[src/rtl/iol_pkg.sv]
package iol_pkg;

  localparam int DEPTH = 16;
  // index into the chain and a counter that can hold DEPTH itself
  localparam int IDX_W = (DEPTH > 1) ? $clog2(DEPTH) : 1;
  localparam int CNT_W = $clog2(DEPTH + 1);

  typedef enum logic [2:0] {
    ACT_PUSH_FRONT = 3'd0,
    ACT_INSERT_AT  = 3'd1,
    ACT_REMOVE_AT  = 3'd2,
    ACT_FIND       = 3'd3,
    ACT_REVERSE    = 3'd4,
    ACT_CLEAR      = 3'd5,
    ACT_DUMP       = 3'd6,
    ACT_NONE       = 3'd7
  } action_t;

  typedef enum logic [1:0] {
    STAT_OK      = 2'd0,
    STAT_RANGE   = 2'd1,
    STAT_FULL    = 2'd2,
    STAT_MISSING = 2'd3
  } status_t;

  typedef struct packed {
    logic signed [31:0] key;
    logic        [31:0] payload;
  } entry_t;

  // what one cell loads at the next edge
  typedef enum logic [2:0] {
    CELL_HOLD      = 3'd0,
    CELL_TAKE_PREV = 3'd1,
    CELL_TAKE_NEXT = 3'd2,
    CELL_TAKE_NEW  = 3'd3,
    CELL_TAKE_HEAD = 3'd4
  } cell_op_t;

endpackage

[src/rtl/iol_cell.sv]
module iol_cell (
  input  logic              clk,
  input  iol_pkg::cell_op_t op_i,
  input  iol_pkg::entry_t   prev_i,
  input  iol_pkg::entry_t   next_i,
  input  iol_pkg::entry_t   new_i,
  input  iol_pkg::entry_t   head_i,
  output iol_pkg::entry_t   entry_o
);

  iol_pkg::entry_t entry_r;

  // hold one list entry; load from a neighbor, the request bus or the head
  always_ff @(posedge clk) begin
    case (op_i)
      iol_pkg::CELL_TAKE_PREV: entry_r <= prev_i;
      iol_pkg::CELL_TAKE_NEXT: entry_r <= next_i;
      iol_pkg::CELL_TAKE_NEW:  entry_r <= new_i;
      iol_pkg::CELL_TAKE_HEAD: entry_r <= head_i;
      default:                 entry_r <= entry_r;
    endcase
  end

  assign entry_o = entry_r;

endmodule

[src/rtl/indexed_ordered_list_unit.sv]
// Push, insert, remove, clear and unused codes answer in the cycle after the request
//   is taken with busy kept low, so they may follow every cycle.
// Find walks the whole list with busy high and answers after the walk; dump strobes
//   one entry a cycle while it walks the list; reverse answers after its walk.
// Empty lists (and a list of one for reverse) answer at once, without a walk.
// Reset (synchronous, rst_n low) empties the list, drops pending results; no stall.
module indexed_ordered_list_unit (
  input  logic               clk,
  input  logic               rst_n,
  input  logic               start,
  output logic               busy,
  input  logic [2:0]         in_action,
  input  logic signed [31:0] in_item_key,
  input  logic [31:0]        in_item_payload,
  input  logic [7:0]         in_position,
  output logic               out_valid,
  output logic [1:0]         out_status,
  output logic signed [31:0] out_key,
  output logic [31:0]        out_payload,
  output logic               out_entry_valid,
  output logic [7:0]         out_list_count,
  output logic               out_last
);

  localparam int IDX_W = iol_pkg::IDX_W;
  localparam int CNT_W = iol_pkg::CNT_W;
  localparam int DEPTH = iol_pkg::DEPTH;

  // chain control: how the row of cells moves this cycle
  typedef enum logic [1:0] {
    MODE_HOLD,
    MODE_INSERT,   // cells above slot take prev, slot takes the request entry
    MODE_REMOVE,   // cells at and above slot take next
    MODE_ROTATE    // cells below slot take next, slot takes the head
  } mode_t;

  typedef enum logic [1:0] {
    ST_IDLE = 2'b01,
    ST_WALK = 2'b10
  } state_t;

  state_t               state_r, state_nxt;
  iol_pkg::action_t     act_r, act_nxt;
  logic signed [31:0]   seek_key_r, seek_key_nxt;
  logic [CNT_W-1:0]     count_r, count_nxt;
  logic [CNT_W-1:0]     step_r, step_nxt;
  logic [CNT_W-1:0]     walk_end_r, walk_end_nxt;
  logic                 found_r, found_nxt;
  iol_pkg::entry_t      found_entry_r, found_entry_nxt;

  logic                 res_valid_r, res_valid_nxt;
  iol_pkg::status_t     res_status_r, res_status_nxt;
  iol_pkg::entry_t      res_entry_r, res_entry_nxt;
  logic                 res_has_r, res_has_nxt;
  logic [7:0]           res_count_r, res_count_nxt;
  logic                 res_last_r, res_last_nxt;

  mode_t                mode;
  logic [IDX_W-1:0]     slot;

  iol_pkg::entry_t      cells [DEPTH];
  iol_pkg::cell_op_t    cell_ops [DEPTH];
  iol_pkg::entry_t      new_entry;
  iol_pkg::entry_t      head;

  iol_pkg::action_t     req_act;
  logic [8:0]           pos_ext;
  logic [8:0]           count_ext;
  logic [7:0]           pos_m1;
  logic                 full;
  logic                 ins_ok;
  logic                 rem_ok;
  logic                 head_match;
  logic                 walk_done;
  logic [CNT_W-1:0]     rev_slot;
  logic [CNT_W-1:0]     tail_slot;

  assign req_act   = iol_pkg::action_t'(in_action);
  assign new_entry = '{key: in_item_key, payload: in_item_payload};
  assign head      = cells[0];

  assign pos_ext   = {1'b0, in_position};
  assign count_ext = 9'(count_r);
  assign pos_m1    = in_position - 8'd1;
  assign full      = (count_r == CNT_W'(DEPTH));
  assign ins_ok    = (pos_ext != 9'd0) && (pos_ext <= count_ext + 9'd1);
  assign rem_ok    = (pos_ext != 9'd0) && (pos_ext <= count_ext);

  assign head_match = (head.key == seek_key_r);
  assign walk_done  = (step_r == walk_end_r);
  assign tail_slot  = count_r - CNT_W'(1);
  assign rev_slot   = count_r - CNT_W'(1) - step_r;

  assign busy = (state_r != ST_IDLE);

  always_comb begin
    state_nxt       = state_r;
    act_nxt         = act_r;
    seek_key_nxt    = seek_key_r;
    count_nxt       = count_r;
    step_nxt        = step_r;
    walk_end_nxt    = walk_end_r;
    found_nxt       = found_r;
    found_entry_nxt = found_entry_r;
    mode            = MODE_HOLD;
    slot            = '0;
    res_valid_nxt   = 1'b0;
    res_status_nxt  = iol_pkg::STAT_OK;
    res_entry_nxt   = '0;
    res_has_nxt     = 1'b0;
    res_last_nxt    = 1'b1;

    case (state_r)
      ST_IDLE: begin
        if (start) begin
          res_valid_nxt = 1'b1;
          case (req_act)
            iol_pkg::ACT_PUSH_FRONT: begin
              if (full) begin
                res_status_nxt = iol_pkg::STAT_FULL;
              end else begin
                mode      = MODE_INSERT;
                count_nxt = count_r + CNT_W'(1);
              end
            end
            iol_pkg::ACT_INSERT_AT: begin
              // range is checked before fullness
              if (!ins_ok) begin
                res_status_nxt = iol_pkg::STAT_RANGE;
              end else if (full) begin
                res_status_nxt = iol_pkg::STAT_FULL;
              end else begin
                mode      = MODE_INSERT;
                slot      = pos_m1[IDX_W-1:0];
                count_nxt = count_r + CNT_W'(1);
              end
            end
            iol_pkg::ACT_REMOVE_AT: begin
              if (!rem_ok) begin
                res_status_nxt = iol_pkg::STAT_RANGE;
              end else begin
                mode      = MODE_REMOVE;
                slot      = pos_m1[IDX_W-1:0];
                count_nxt = count_r - CNT_W'(1);
              end
            end
            iol_pkg::ACT_CLEAR: begin
              count_nxt = '0;
            end
            iol_pkg::ACT_FIND, iol_pkg::ACT_DUMP: begin
              // empty list: answer at once (missing for find, lone marker for dump)
              if (count_r == '0) begin
                if (req_act == iol_pkg::ACT_FIND) begin
                  res_status_nxt = iol_pkg::STAT_MISSING;
                end
              end else begin
                res_valid_nxt = 1'b0;
                state_nxt     = ST_WALK;
                act_nxt       = req_act;
                seek_key_nxt  = in_item_key;
                step_nxt      = '0;
                walk_end_nxt  = count_r - CNT_W'(1);
                found_nxt     = 1'b0;
              end
            end
            iol_pkg::ACT_REVERSE: begin
              if (count_r > CNT_W'(1)) begin
                res_valid_nxt = 1'b0;
                state_nxt     = ST_WALK;
                act_nxt       = req_act;
                step_nxt      = '0;
                walk_end_nxt  = count_r - CNT_W'(2);
              end
            end
            default: begin
              // unused code: acknowledge, change nothing
            end
          endcase
        end
      end

      ST_WALK: begin
        mode     = MODE_ROTATE;
        step_nxt = step_r + CNT_W'(1);
        if (walk_done) begin
          state_nxt = ST_IDLE;
        end
        case (act_r)
          iol_pkg::ACT_DUMP: begin
            // emit the head, then rotate it to the tail
            slot          = tail_slot[IDX_W-1:0];
            res_valid_nxt = 1'b1;
            res_has_nxt   = 1'b1;
            res_entry_nxt = head;
            res_last_nxt  = walk_done;
          end
          iol_pkg::ACT_FIND: begin
            // one full turn leaves the order as it was; keep the first hit
            slot = tail_slot[IDX_W-1:0];
            if (!found_r && head_match) begin
              found_nxt       = 1'b1;
              found_entry_nxt = head;
            end
            if (walk_done) begin
              res_valid_nxt = 1'b1;
              if (found_r) begin
                res_has_nxt   = 1'b1;
                res_entry_nxt = found_entry_r;
              end else if (head_match) begin
                res_has_nxt   = 1'b1;
                res_entry_nxt = head;
              end else begin
                res_status_nxt = iol_pkg::STAT_MISSING;
              end
            end
          end
          default: begin
            // reverse: drop the head one place further down each step
            slot          = rev_slot[IDX_W-1:0];
            res_valid_nxt = walk_done;
          end
        endcase
      end

      default: begin
        state_nxt = ST_IDLE;
      end
    endcase

    res_count_nxt = 8'(count_nxt);
  end

  // per-cell load select; every cell compares its own place against the slot
  for (genvar i = 0; i < DEPTH; i++) begin : g_ctl
    localparam logic [IDX_W-1:0] CI = IDX_W'(i);
    always_comb begin
      case (mode)
        MODE_INSERT: begin
          if (CI == slot) cell_ops[i] = iol_pkg::CELL_TAKE_NEW;
          else if (CI > slot) cell_ops[i] = iol_pkg::CELL_TAKE_PREV;
          else cell_ops[i] = iol_pkg::CELL_HOLD;
        end
        MODE_REMOVE: begin
          if (CI >= slot) cell_ops[i] = iol_pkg::CELL_TAKE_NEXT;
          else cell_ops[i] = iol_pkg::CELL_HOLD;
        end
        MODE_ROTATE: begin
          if (CI == slot) cell_ops[i] = iol_pkg::CELL_TAKE_HEAD;
          else if (CI < slot) cell_ops[i] = iol_pkg::CELL_TAKE_NEXT;
          else cell_ops[i] = iol_pkg::CELL_HOLD;
        end
        default: cell_ops[i] = iol_pkg::CELL_HOLD;
      endcase
    end
  end

  // the row of cells; the first cell ties prev to a bus it never selects, the last ties next to the head
  for (genvar i = 0; i < DEPTH; i++) begin : g_cell
    iol_pkg::entry_t prev_e;
    iol_pkg::entry_t next_e;
    if (i == 0) begin : g_first
      assign prev_e = new_entry;
    end else begin : g_mid_prev
      assign prev_e = cells[i-1];
    end
    if (i == DEPTH - 1) begin : g_lastc
      assign next_e = head;
    end else begin : g_mid_next
      assign next_e = cells[i+1];
    end
    iol_cell u_cell (
      .clk     (clk),
      .op_i    (cell_ops[i]),
      .prev_i  (prev_e),
      .next_i  (next_e),
      .new_i   (new_entry),
      .head_i  (head),
      .entry_o (cells[i])
    );
  end

  // control state
  always_ff @(posedge clk) begin
    if (!rst_n) begin
      state_r     <= ST_IDLE;
      count_r     <= '0;
      res_valid_r <= 1'b0;
    end else begin
      state_r     <= state_nxt;
      count_r     <= count_nxt;
      res_valid_r <= res_valid_nxt;
    end
  end

  // walk context and result payload
  always_ff @(posedge clk) begin
    act_r         <= act_nxt;
    seek_key_r    <= seek_key_nxt;
    step_r        <= step_nxt;
    walk_end_r    <= walk_end_nxt;
    found_r       <= found_nxt;
    found_entry_r <= found_entry_nxt;
    res_status_r  <= res_status_nxt;
    res_entry_r   <= res_entry_nxt;
    res_has_r     <= res_has_nxt;
    res_count_r   <= res_count_nxt;
    res_last_r    <= res_last_nxt;
  end

  assign out_valid       = res_valid_r;
  assign out_status      = res_status_r;
  assign out_key         = res_entry_r.key;
  assign out_payload     = res_entry_r.payload;
  assign out_entry_valid = res_has_r;
  assign out_list_count  = res_count_r;
  assign out_last        = res_last_r;

  // the list never grows past its cells
  a_count_bound: assert property (@(posedge clk) disable iff (!rst_n)
    count_r <= CNT_W'(DEPTH))
    else $error("entry count above depth");

  // a walk only runs over a non-empty list
  a_walk_nonempty: assert property (@(posedge clk) disable iff (!rst_n)
    busy |-> (count_r != '0))
    else $error("walk over empty list");

  // the final result of a request leaves the block idle; earlier ones come mid-dump
  a_last_idle: assert property (@(posedge clk) disable iff (!rst_n)
    out_valid |-> (out_last == !busy))
    else $error("last flag disagrees with busy");

  // a push into a list with room adds exactly one entry
  a_push_count: assert property (@(posedge clk) disable iff (!rst_n)
    (start && !busy && (req_act == iol_pkg::ACT_PUSH_FRONT) && !full)
      |=> (count_r == $past(count_r) + CNT_W'(1)))
    else $error("push did not add one entry");

endmodule
[config.mk]
export PLATFORM = sky130hd
export DESIGN_NAME = indexed_ordered_list_unit
export DESIGN_NICKNAME = d
export VERILOG_FILES = /design/src/rtl/iol_pkg.sv /design/src/rtl/iol_cell.sv /design/src/rtl/indexed_ordered_list_unit.sv
export SDC_FILE = /design/constraint.sdc
export NUM_CORES = 2
export LEC_CHECK = 0
export BUFFER_PORTS_ARGS = -buffer_cell sky130_fd_sc_hd__buf_2
export CAP_MARGIN = 20
export CORE_UTILIZATION = 25
export DETAILED_ROUTE_END_ITERATION = 16
export PLACE_DENSITY = 0.35
export SYNTH_ARGS = -nofsm -noshare
export SYNTH_HDL_FRONTEND = slang
export SYNTH_SLANG_ARGS = --single-unit
[constraint.sdc]
create_clock -name clk -period 23.9 [get_ports clk]
set_input_delay 0 -clock clk [delete_from_list [all_inputs] [get_ports clk]]
set_output_delay 0 -clock clk [all_outputs]
set_load 0.02 [all_outputs]
# --- Word-level counts from Yosys, hierarchy flattened ---
# Cells that the tools add are included.
totals:
  rom_bits: 0
  in_bits: 78
  memories: 0
  out_inout_bits: 78
  ram_bits: 0
  word_cells: 432
  ff_bits: 1215
  latchBits: 0
classes:
  n_reduce_logical: 38
  eq_ne: 106
  n_div: 0
  n_mul: 0
  addsub: 7
  n_bitwise: 1
  order_cmp: 51
  shifts: 0
  muxes: 181
ops:
  columns: ["operator", "count"]
  rows:
  - ["$pmux 64 s4", 13]
  - ["$pmux 64 s3", 2]
  - ["$pmux 64 s2", 2]
  - ["$mux 64", 3]
  - ["$pmux 3 s3", 16]
  - ["$mux 2", 63]
  - ["$eq 3x2->1 const B", 35]
  - ["$eq 3x3->1 const B", 19]
  - ["$mux 3", 18]
  - ["$reduce_bool 4->1", 13]
  - ["$eq 3x1->1 const B", 17]
  - ["$mux 5", 10]
  - ["$eq 32x32->1", 1]
  - ["$eq 4x4->1 const A", 8]
  - ["$ge 4x4->1 const A", 8]
  - ["$gt 4x4->1 const A", 8]
  - ["$lt 4x4->1 const A", 8]
  - ["$mux 1", 31]
  - ["$pmux 5 s2", 3]
  - ["$mux 4", 5]
  - ["$pmux 5 s4", 1]
  - ["$eq 3x4->1 const A", 4]
  - ["$ge 3x4->1 const A", 4]
  - ["$gt 3x4->1 const A", 4]
  - ["47 further kinds", 88]

# --- Depth between registers and ports, before layout ---
depth:
  word_depth: 14
  ltp_mapped: 19
  depth_no_buf: 13

# --- Modules after synthesis ---
# From an unflattened synthesis, not the netlist that was laid out.
hier_totals:
  cells_unflattened: 5546
  area_unflattened_um2: 70141.0
by_module_without_submodules:
  columns: ["module", "area_each_um2", "seq_area_each_um2", "cells_per_inst", "instances"]
  rows:
  - ["iol_cell", 3851.2, 1921.8, 303, 16]
  - ["indexed_ordered_list_unit", 8521.9, 4924.7, 698, 1]

# --- Worst setup path before layout ---
# Ideal clock, no wire load.
synth_timing:
  path_type: "reg2reg"
  startpoint: "reg count_r[0]"
  endpoint: "reg g_cell[11].u_cell.entry_r (netlist bit g_cell[11].u_cell.entry_o[0]) (enable)"
  setup_slack_ps: 16131
  setup_time_ps: 575
  n_path_buf: 1
  arrival_time_ps: 7194
  synth_period_minus_slack_ps: 7769
  stages_incl_launch_ff: 13
  required_ps: 23325
  cell_sequence: "dfxtp_1 clkbuf_1 inv_1 ha_1 xor2_1 ha_1 nor2b_1 o21ai_0 nor3b_1 mux2i_1 a21oi_1 nor2_2 o21ai_0"
synth_between:
  elab_chain_cells: 13
  elab_cells_between_ends: 39
  classes_between: "add/sub (3); order compare (5); eq/ne (9); mux (19); reduce/logical (3)"
synth_rtl:
  columns: ["element", "line_no", "text"]
  rows:
  - ["start: declaration", "indexed_ordered_list_unit.sv:45", "logic [CNT_W-1:0] count_r, count_nxt;"]
  - ["start signal: assignment", "indexed_ordered_list_unit.sv:290", "count_r <= count_nxt;"]
  - ["$add 5x1->6", "indexed_ordered_list_unit.sv:86", "assign ins_ok = (pos_ext != 9'd0) && (pos_ext <= count_ext + 9'd1);"]
  - ["$le 8x6->1", "indexed_ordered_list_unit.sv:86", null]
  - ["$logic_and 1x1->1", "indexed_ordered_list_unit.sv:86", null]
  - ["$mux 4", "indexed_ordered_list_unit.sv:128", "if (!ins_ok) begin"]
  - ["$pmux 4 s2", "indexed_ordered_list_unit.sv:117", "case (req_act)"]
  - ["$mux 4", "indexed_ordered_list_unit.sv:115", "if (start) begin"]
  - ["$pmux 4 s2", "indexed_ordered_list_unit.sv:113", "case (state_r)"]
  - ["$gt 4x4->1 or $lt 4x4->1 (tied branches)", "indexed_ordered_list_unit.sv:240, indexed_ordered_list_unit.sv:249", null]
  - ["$mux 1 or $mux 2 (tied branches)", "indexed_ordered_list_unit.sv:240, indexed_ordered_list_unit.sv:249", null]
  - ["$mux 2 or $mux 3 (tied branches)", "indexed_ordered_list_unit.sv:239, indexed_ordered_list_unit.sv:248", null]
  - ["$pmux 3 s3 *", "indexed_ordered_list_unit.sv:237", "case (mode)"]
  - ["$eq 3x1->1 (tied with other cells)", "iol_cell.sv:15", "case (op_i)"]
  - ["$reduce_bool 4->1 (no source line) *", null, null]
  - ["end signal: assignment", "iol_cell.sv:16", "iol_pkg::CELL_TAKE_PREV: entry_r <= prev_i;"]
  - ["end signal: assignment", "iol_cell.sv:17", "iol_pkg::CELL_TAKE_NEXT: entry_r <= next_i;"]
  - ["end signal: assignment", "iol_cell.sv:18", "iol_pkg::CELL_TAKE_NEW: entry_r <= new_i;"]
  - ["end: declaration", "iol_cell.sv:11", "iol_pkg::entry_t entry_r;"]
# Every way passes the cells marked *; elsewhere a longest branch is shown, timed or not.
# A chain may end at the register's enable or synchronous reset.

# --- Final worst setup path ---
layout_timing:
  startpoint: "reg count_r[0]"
  endpoint: "reg g_cell[7].u_cell.entry_r (netlist bit g_cell[7].u_cell.entry_o[22]) (enable)"
layout_between:
  elab_chain_cells: 13
  elab_cells_between_ends: 39
  classes_between: "add/sub (3); order compare (5); eq/ne (9); mux (19); reduce/logical (3)"
layout_rtl:
  columns: ["element", "line_no"]
  rows:
  - ["$add 5x1->6", "indexed_ordered_list_unit.sv:86"]
  - ["$le 8x6->1", "indexed_ordered_list_unit.sv:86"]
  - ["$logic_and 1x1->1", "indexed_ordered_list_unit.sv:86"]
  - ["$mux 4", "indexed_ordered_list_unit.sv:128"]
  - ["$pmux 4 s2", "indexed_ordered_list_unit.sv:117"]
  - ["$mux 4", "indexed_ordered_list_unit.sv:115"]
  - ["$pmux 4 s2", "indexed_ordered_list_unit.sv:113"]
  - ["$gt 3x4->1 or $lt 3x4->1 (tied branches)", "indexed_ordered_list_unit.sv:240, indexed_ordered_list_unit.sv:249"]
  - ["$mux 1 or $mux 2 (tied branches)", "indexed_ordered_list_unit.sv:240, indexed_ordered_list_unit.sv:249"]
  - ["$mux 2 or $mux 3 (tied branches)", "indexed_ordered_list_unit.sv:239, indexed_ordered_list_unit.sv:248"]
  - ["$pmux 3 s3 *", "indexed_ordered_list_unit.sv:237"]
  - ["$eq 3x1->1 (tied with other cells)", "iol_cell.sv:15"]
  - ["$reduce_bool 4->1 (no source line) *", null]
  - ["end signal: assignment", "iol_cell.sv:16"]
  - ["end signal: assignment", "iol_cell.sv:17"]
  - ["end signal: assignment", "iol_cell.sv:18"]
  - ["end: declaration", "iol_cell.sv:11"]
# Marks and branches as above.

==> qor.yml <==
worst_setup_path:
  arrival_ns: 7.66
  reg2reg_from: "count_r[0]"
  r2r_slack_ns: 16.66
  crit_fanout: 40
  path_class: "reg -> reg"
  ff2ff_path_depth: 15
  endpoint_kind: "flip-flop"
  r2r-end: "g_cell[7].u_cell.entry_o[22]"
  required_ns: 24.32
  crit_path_start_kind: "flip-flop"
timing:
  timing.fmax_ghz: 0.138
  min_period_ns: 7.24
  hold_violations: 0
  whs_ns: 0.0435
  slew_headroom: 0.189
  fin_tns_setup_ns: 0
  fin_crit_sh: 0.303
  drv_slew: 0
  worstMarginPinSlew_ns: 1.21
  grt_setup_unrepaired: "no"
  clock_skew_ns: 0.0287
  fin_ws_ns: 16.66
  finalSetupViolations: 0
cells_and_area:
  fin_nets: 5494
  layout_commonest_cell: "edfxtp_1"
  mostFrequentLayoutCells: "edfxtp_1 (1134), nand2_1 (667), a221o_1 (344), a22o_1 (314), a31oi_1 (286)"
  syn_to_final_growth_pct: 16.1
  final_util: 0.293
  drive_gt1_frac: 0.129
  final_cell_area_um2: 72300
  instances_no_fill: 8841
floorplan:
  row_count: 182
  die_area_um2: 251000
  ios: 156
  initial_core_util: 0.252
  die_height_um: 501
  die-width_um: 501
  core-area_um2: 247000
clocking:
  ctsRootBufferMaster: "clkbuf_16"
  clock_path_buffers: 3
  clock_sinks: 1215
  clk_pin_slew_ns: 0.06
  h-tree-depth: 4
  cts_tree: "yes"
  cts_buffers: 157
  clkLatencyLatePin_ns: 0.82
  post-cts-setup-buffers: 0
yosys:
  synth_top_area_share: 0.546
  yosys-top-cells-area: "edfxtp_1 (55%), a221o_1 (5.5%), a22o_1 (4.4%), a222oi_1 (4.1%), nand2_1 (4.1%)"
  yosysUniqueCellTypes: 83
  synthArstFlopShare: 0
  ys_warn_count: 0
  synth_edf_count: 1134
  yosysSeqAreaShare: 0.572
  synthCells: 5502
  yosysTopAreaCell: "edfxtp_1"
  synth_ff_type: "edfxtp_1"
  avgSynthCellArea_um2: 11.3
  yosys_register_bits: 1215
  mappedNetlistArea_um2: 62300
pwr:
  clkPwrFrac: 0.482
  peakVddDrop_uv: 71.2
  power.total_mw: 5.02
  power.leakage_nw: 23.2
  pwr-share-comb: 0.041
  power_density_nw_per_um2: 69.4
  p_seq_frac: 0.477
  p_switching_mw: 1.21
  swShare: 0.241
  p_int_mw: 3.81
outcome:
  outcome: "complete, no violations"
routing:
  drt_iter0_drc: 6761
  drc: 0
  drtAntennaViolNets: 0
  wirelength_um: 310000
  vias: 52700
  drt-pass1-iter-count: 11
  vias_per_cell: 5.96
  avgRoutedWirePerCell_um: 35.1
placed_design:
  portBuffers: 152
  gp_congestion: 0.811
  hpwl_um: 173000
  dpl-instance-area_um2: 66400
  dpl.cell_count: 8467
  pre_cts_slack_ns: 16.78
min_path:
  hold-path-cell-count: 7
  hold_class: "in -> reg"
  hold_end: "out_list_count[0]"
  hp-start: "in_position[7]"
grt:
  first_global_vias: 51900
  grt_antenna_before_repair: 15
  overflow: 0
  grt_max_degree: 120
  grt_first_pass_wirelength_um: 429000
  groute.usage.overall: 0.240
flow_run:
  maxCapViolCount: 0
==> critical path, cell delays in order, from the launching register on <==
cell and delay, ns:
dfxtp_1 0.60, ha_1 0.33, nand3_1 0.14, xnor2_1 0.19, ha_1 0.20, a2111oi_1 0.57, o21ai_1 0.18, o22a_1 0.48
o41ai_4 0.40, buf_4 0.28, nand2_1 0.20, nor4_2 0.30, buf_4 0.44, buf_4 0.73, or3_4 0.69, buf_4 0.88
==> Yosys cell counts, drive strengths merged (3+ instances only) <==
library cell / instances
a211oi: 56
a21boi: 3
a21o: 4
a21oi: 145
a221o: 344
a221oi: 50
a222oi: 256
a22o: 314
a22oi: 125
a31oi: 286
a32o: 3
a32oi: 64
and2: 14
and3: 76
buf: 172
clkbuf: 500
clkinv: 3
dfxtp: 81
edfxtp: 1134
ha: 24
inv: 222
mux2: 65
mux2i: 55
nand2: 677
nand2b: 12
nand3: 26
nand4: 32
nor2: 269
nor2b: 10
nor3: 86
nor3b: 3
nor4: 59
o211ai: 16
o21ai: 180
o22ai: 12
o2bb2ai: 14
o311ai: 4
o31ai: 5
o32ai: 3
or2: 4
or3: 12
xnor2: 45
xor2: 10
==> sequential cells by signal, summed over array words and instances, names as in the netlist, 2 cells and up <==
signal                 count
seek_key_r                32
walk_end_r                 5
found_entry_r             64
act_r                      3
out_status                 2
out_key                   32
out_payload               32
g_cell.u_cell.entry_o   1024
out_list_count             5
count_r                    5
state_r                    2
step_r                     5
==> power groups by stage <==
stage	registers, mW	logic, mW	clock network (mW)
final	2.39	0.205	2.42
after global routing	2.40	0.218	2.55
after CTS	2.39	0.205	2.48
after detailed placement	2.44	0.194	0
after global placement	2.44	0.193	0
after floorplan	2.42	0.107	0
==> kinds of logic after synthesis <==
kind of cell / synth area share
other cells: 0.0000602
buf+inv: 0.0578
xor+xnor: 0.00773
simple gates: 0.0909
mux: 0.0206
compound gates: 0.245
flops: 0.572
fa+ha+maj: 0.00514
==> routing by layer <==
layer | wire, um | track usage
met2 | 144000 | 0.393
met1 | 130000 | 0.314
met5 | 34 | 0
met4 | 12600 | 0.0916
met3 | 22800 | 0.0413
==> how the worst max path moves through the flow <==
stage                     startpoint                            end  slack (ns)  cells after the start
final                     count_r[0]   g_cell[7].u_cell.entry_o[22]       16.66                     15
after global routing      count_r[0]  g_cell[14].u_cell.entry_o[49]       16.19                     14
after global placement    count_r[0]   g_cell[7].u_cell.entry_o[41]       16.81                     15
after detailed placement  count_r[0]   g_cell[3].u_cell.entry_o[40]       16.78                     13
after CTS                 count_r[0]   g_cell[3].u_cell.entry_o[50]       16.77                     13
after floorplan           count_r[0]   g_cell[11].u_cell.entry_o[0]       16.13                     12
==> final cells by class <==
cell class	instances	area, um2
tap	3312	4140
fill	25500	175000
timing repair buffer	400	2900
multi-input combinational	3392	23700
sequential	1215	35700
antenna	6	15.0
clock inverter	72	682
inverter	225	845
clock buffer	219	4420
==> repair_timing <==
| action | in CTS | in global routing |
|---|---|---|
| resized for setup | 0 | 0 |
| endpoints found under the hold margin | 994 | 0 |
| hold buffers | 75 | 0 |
No activity file was read; power rests on OpenSTA's default activity.
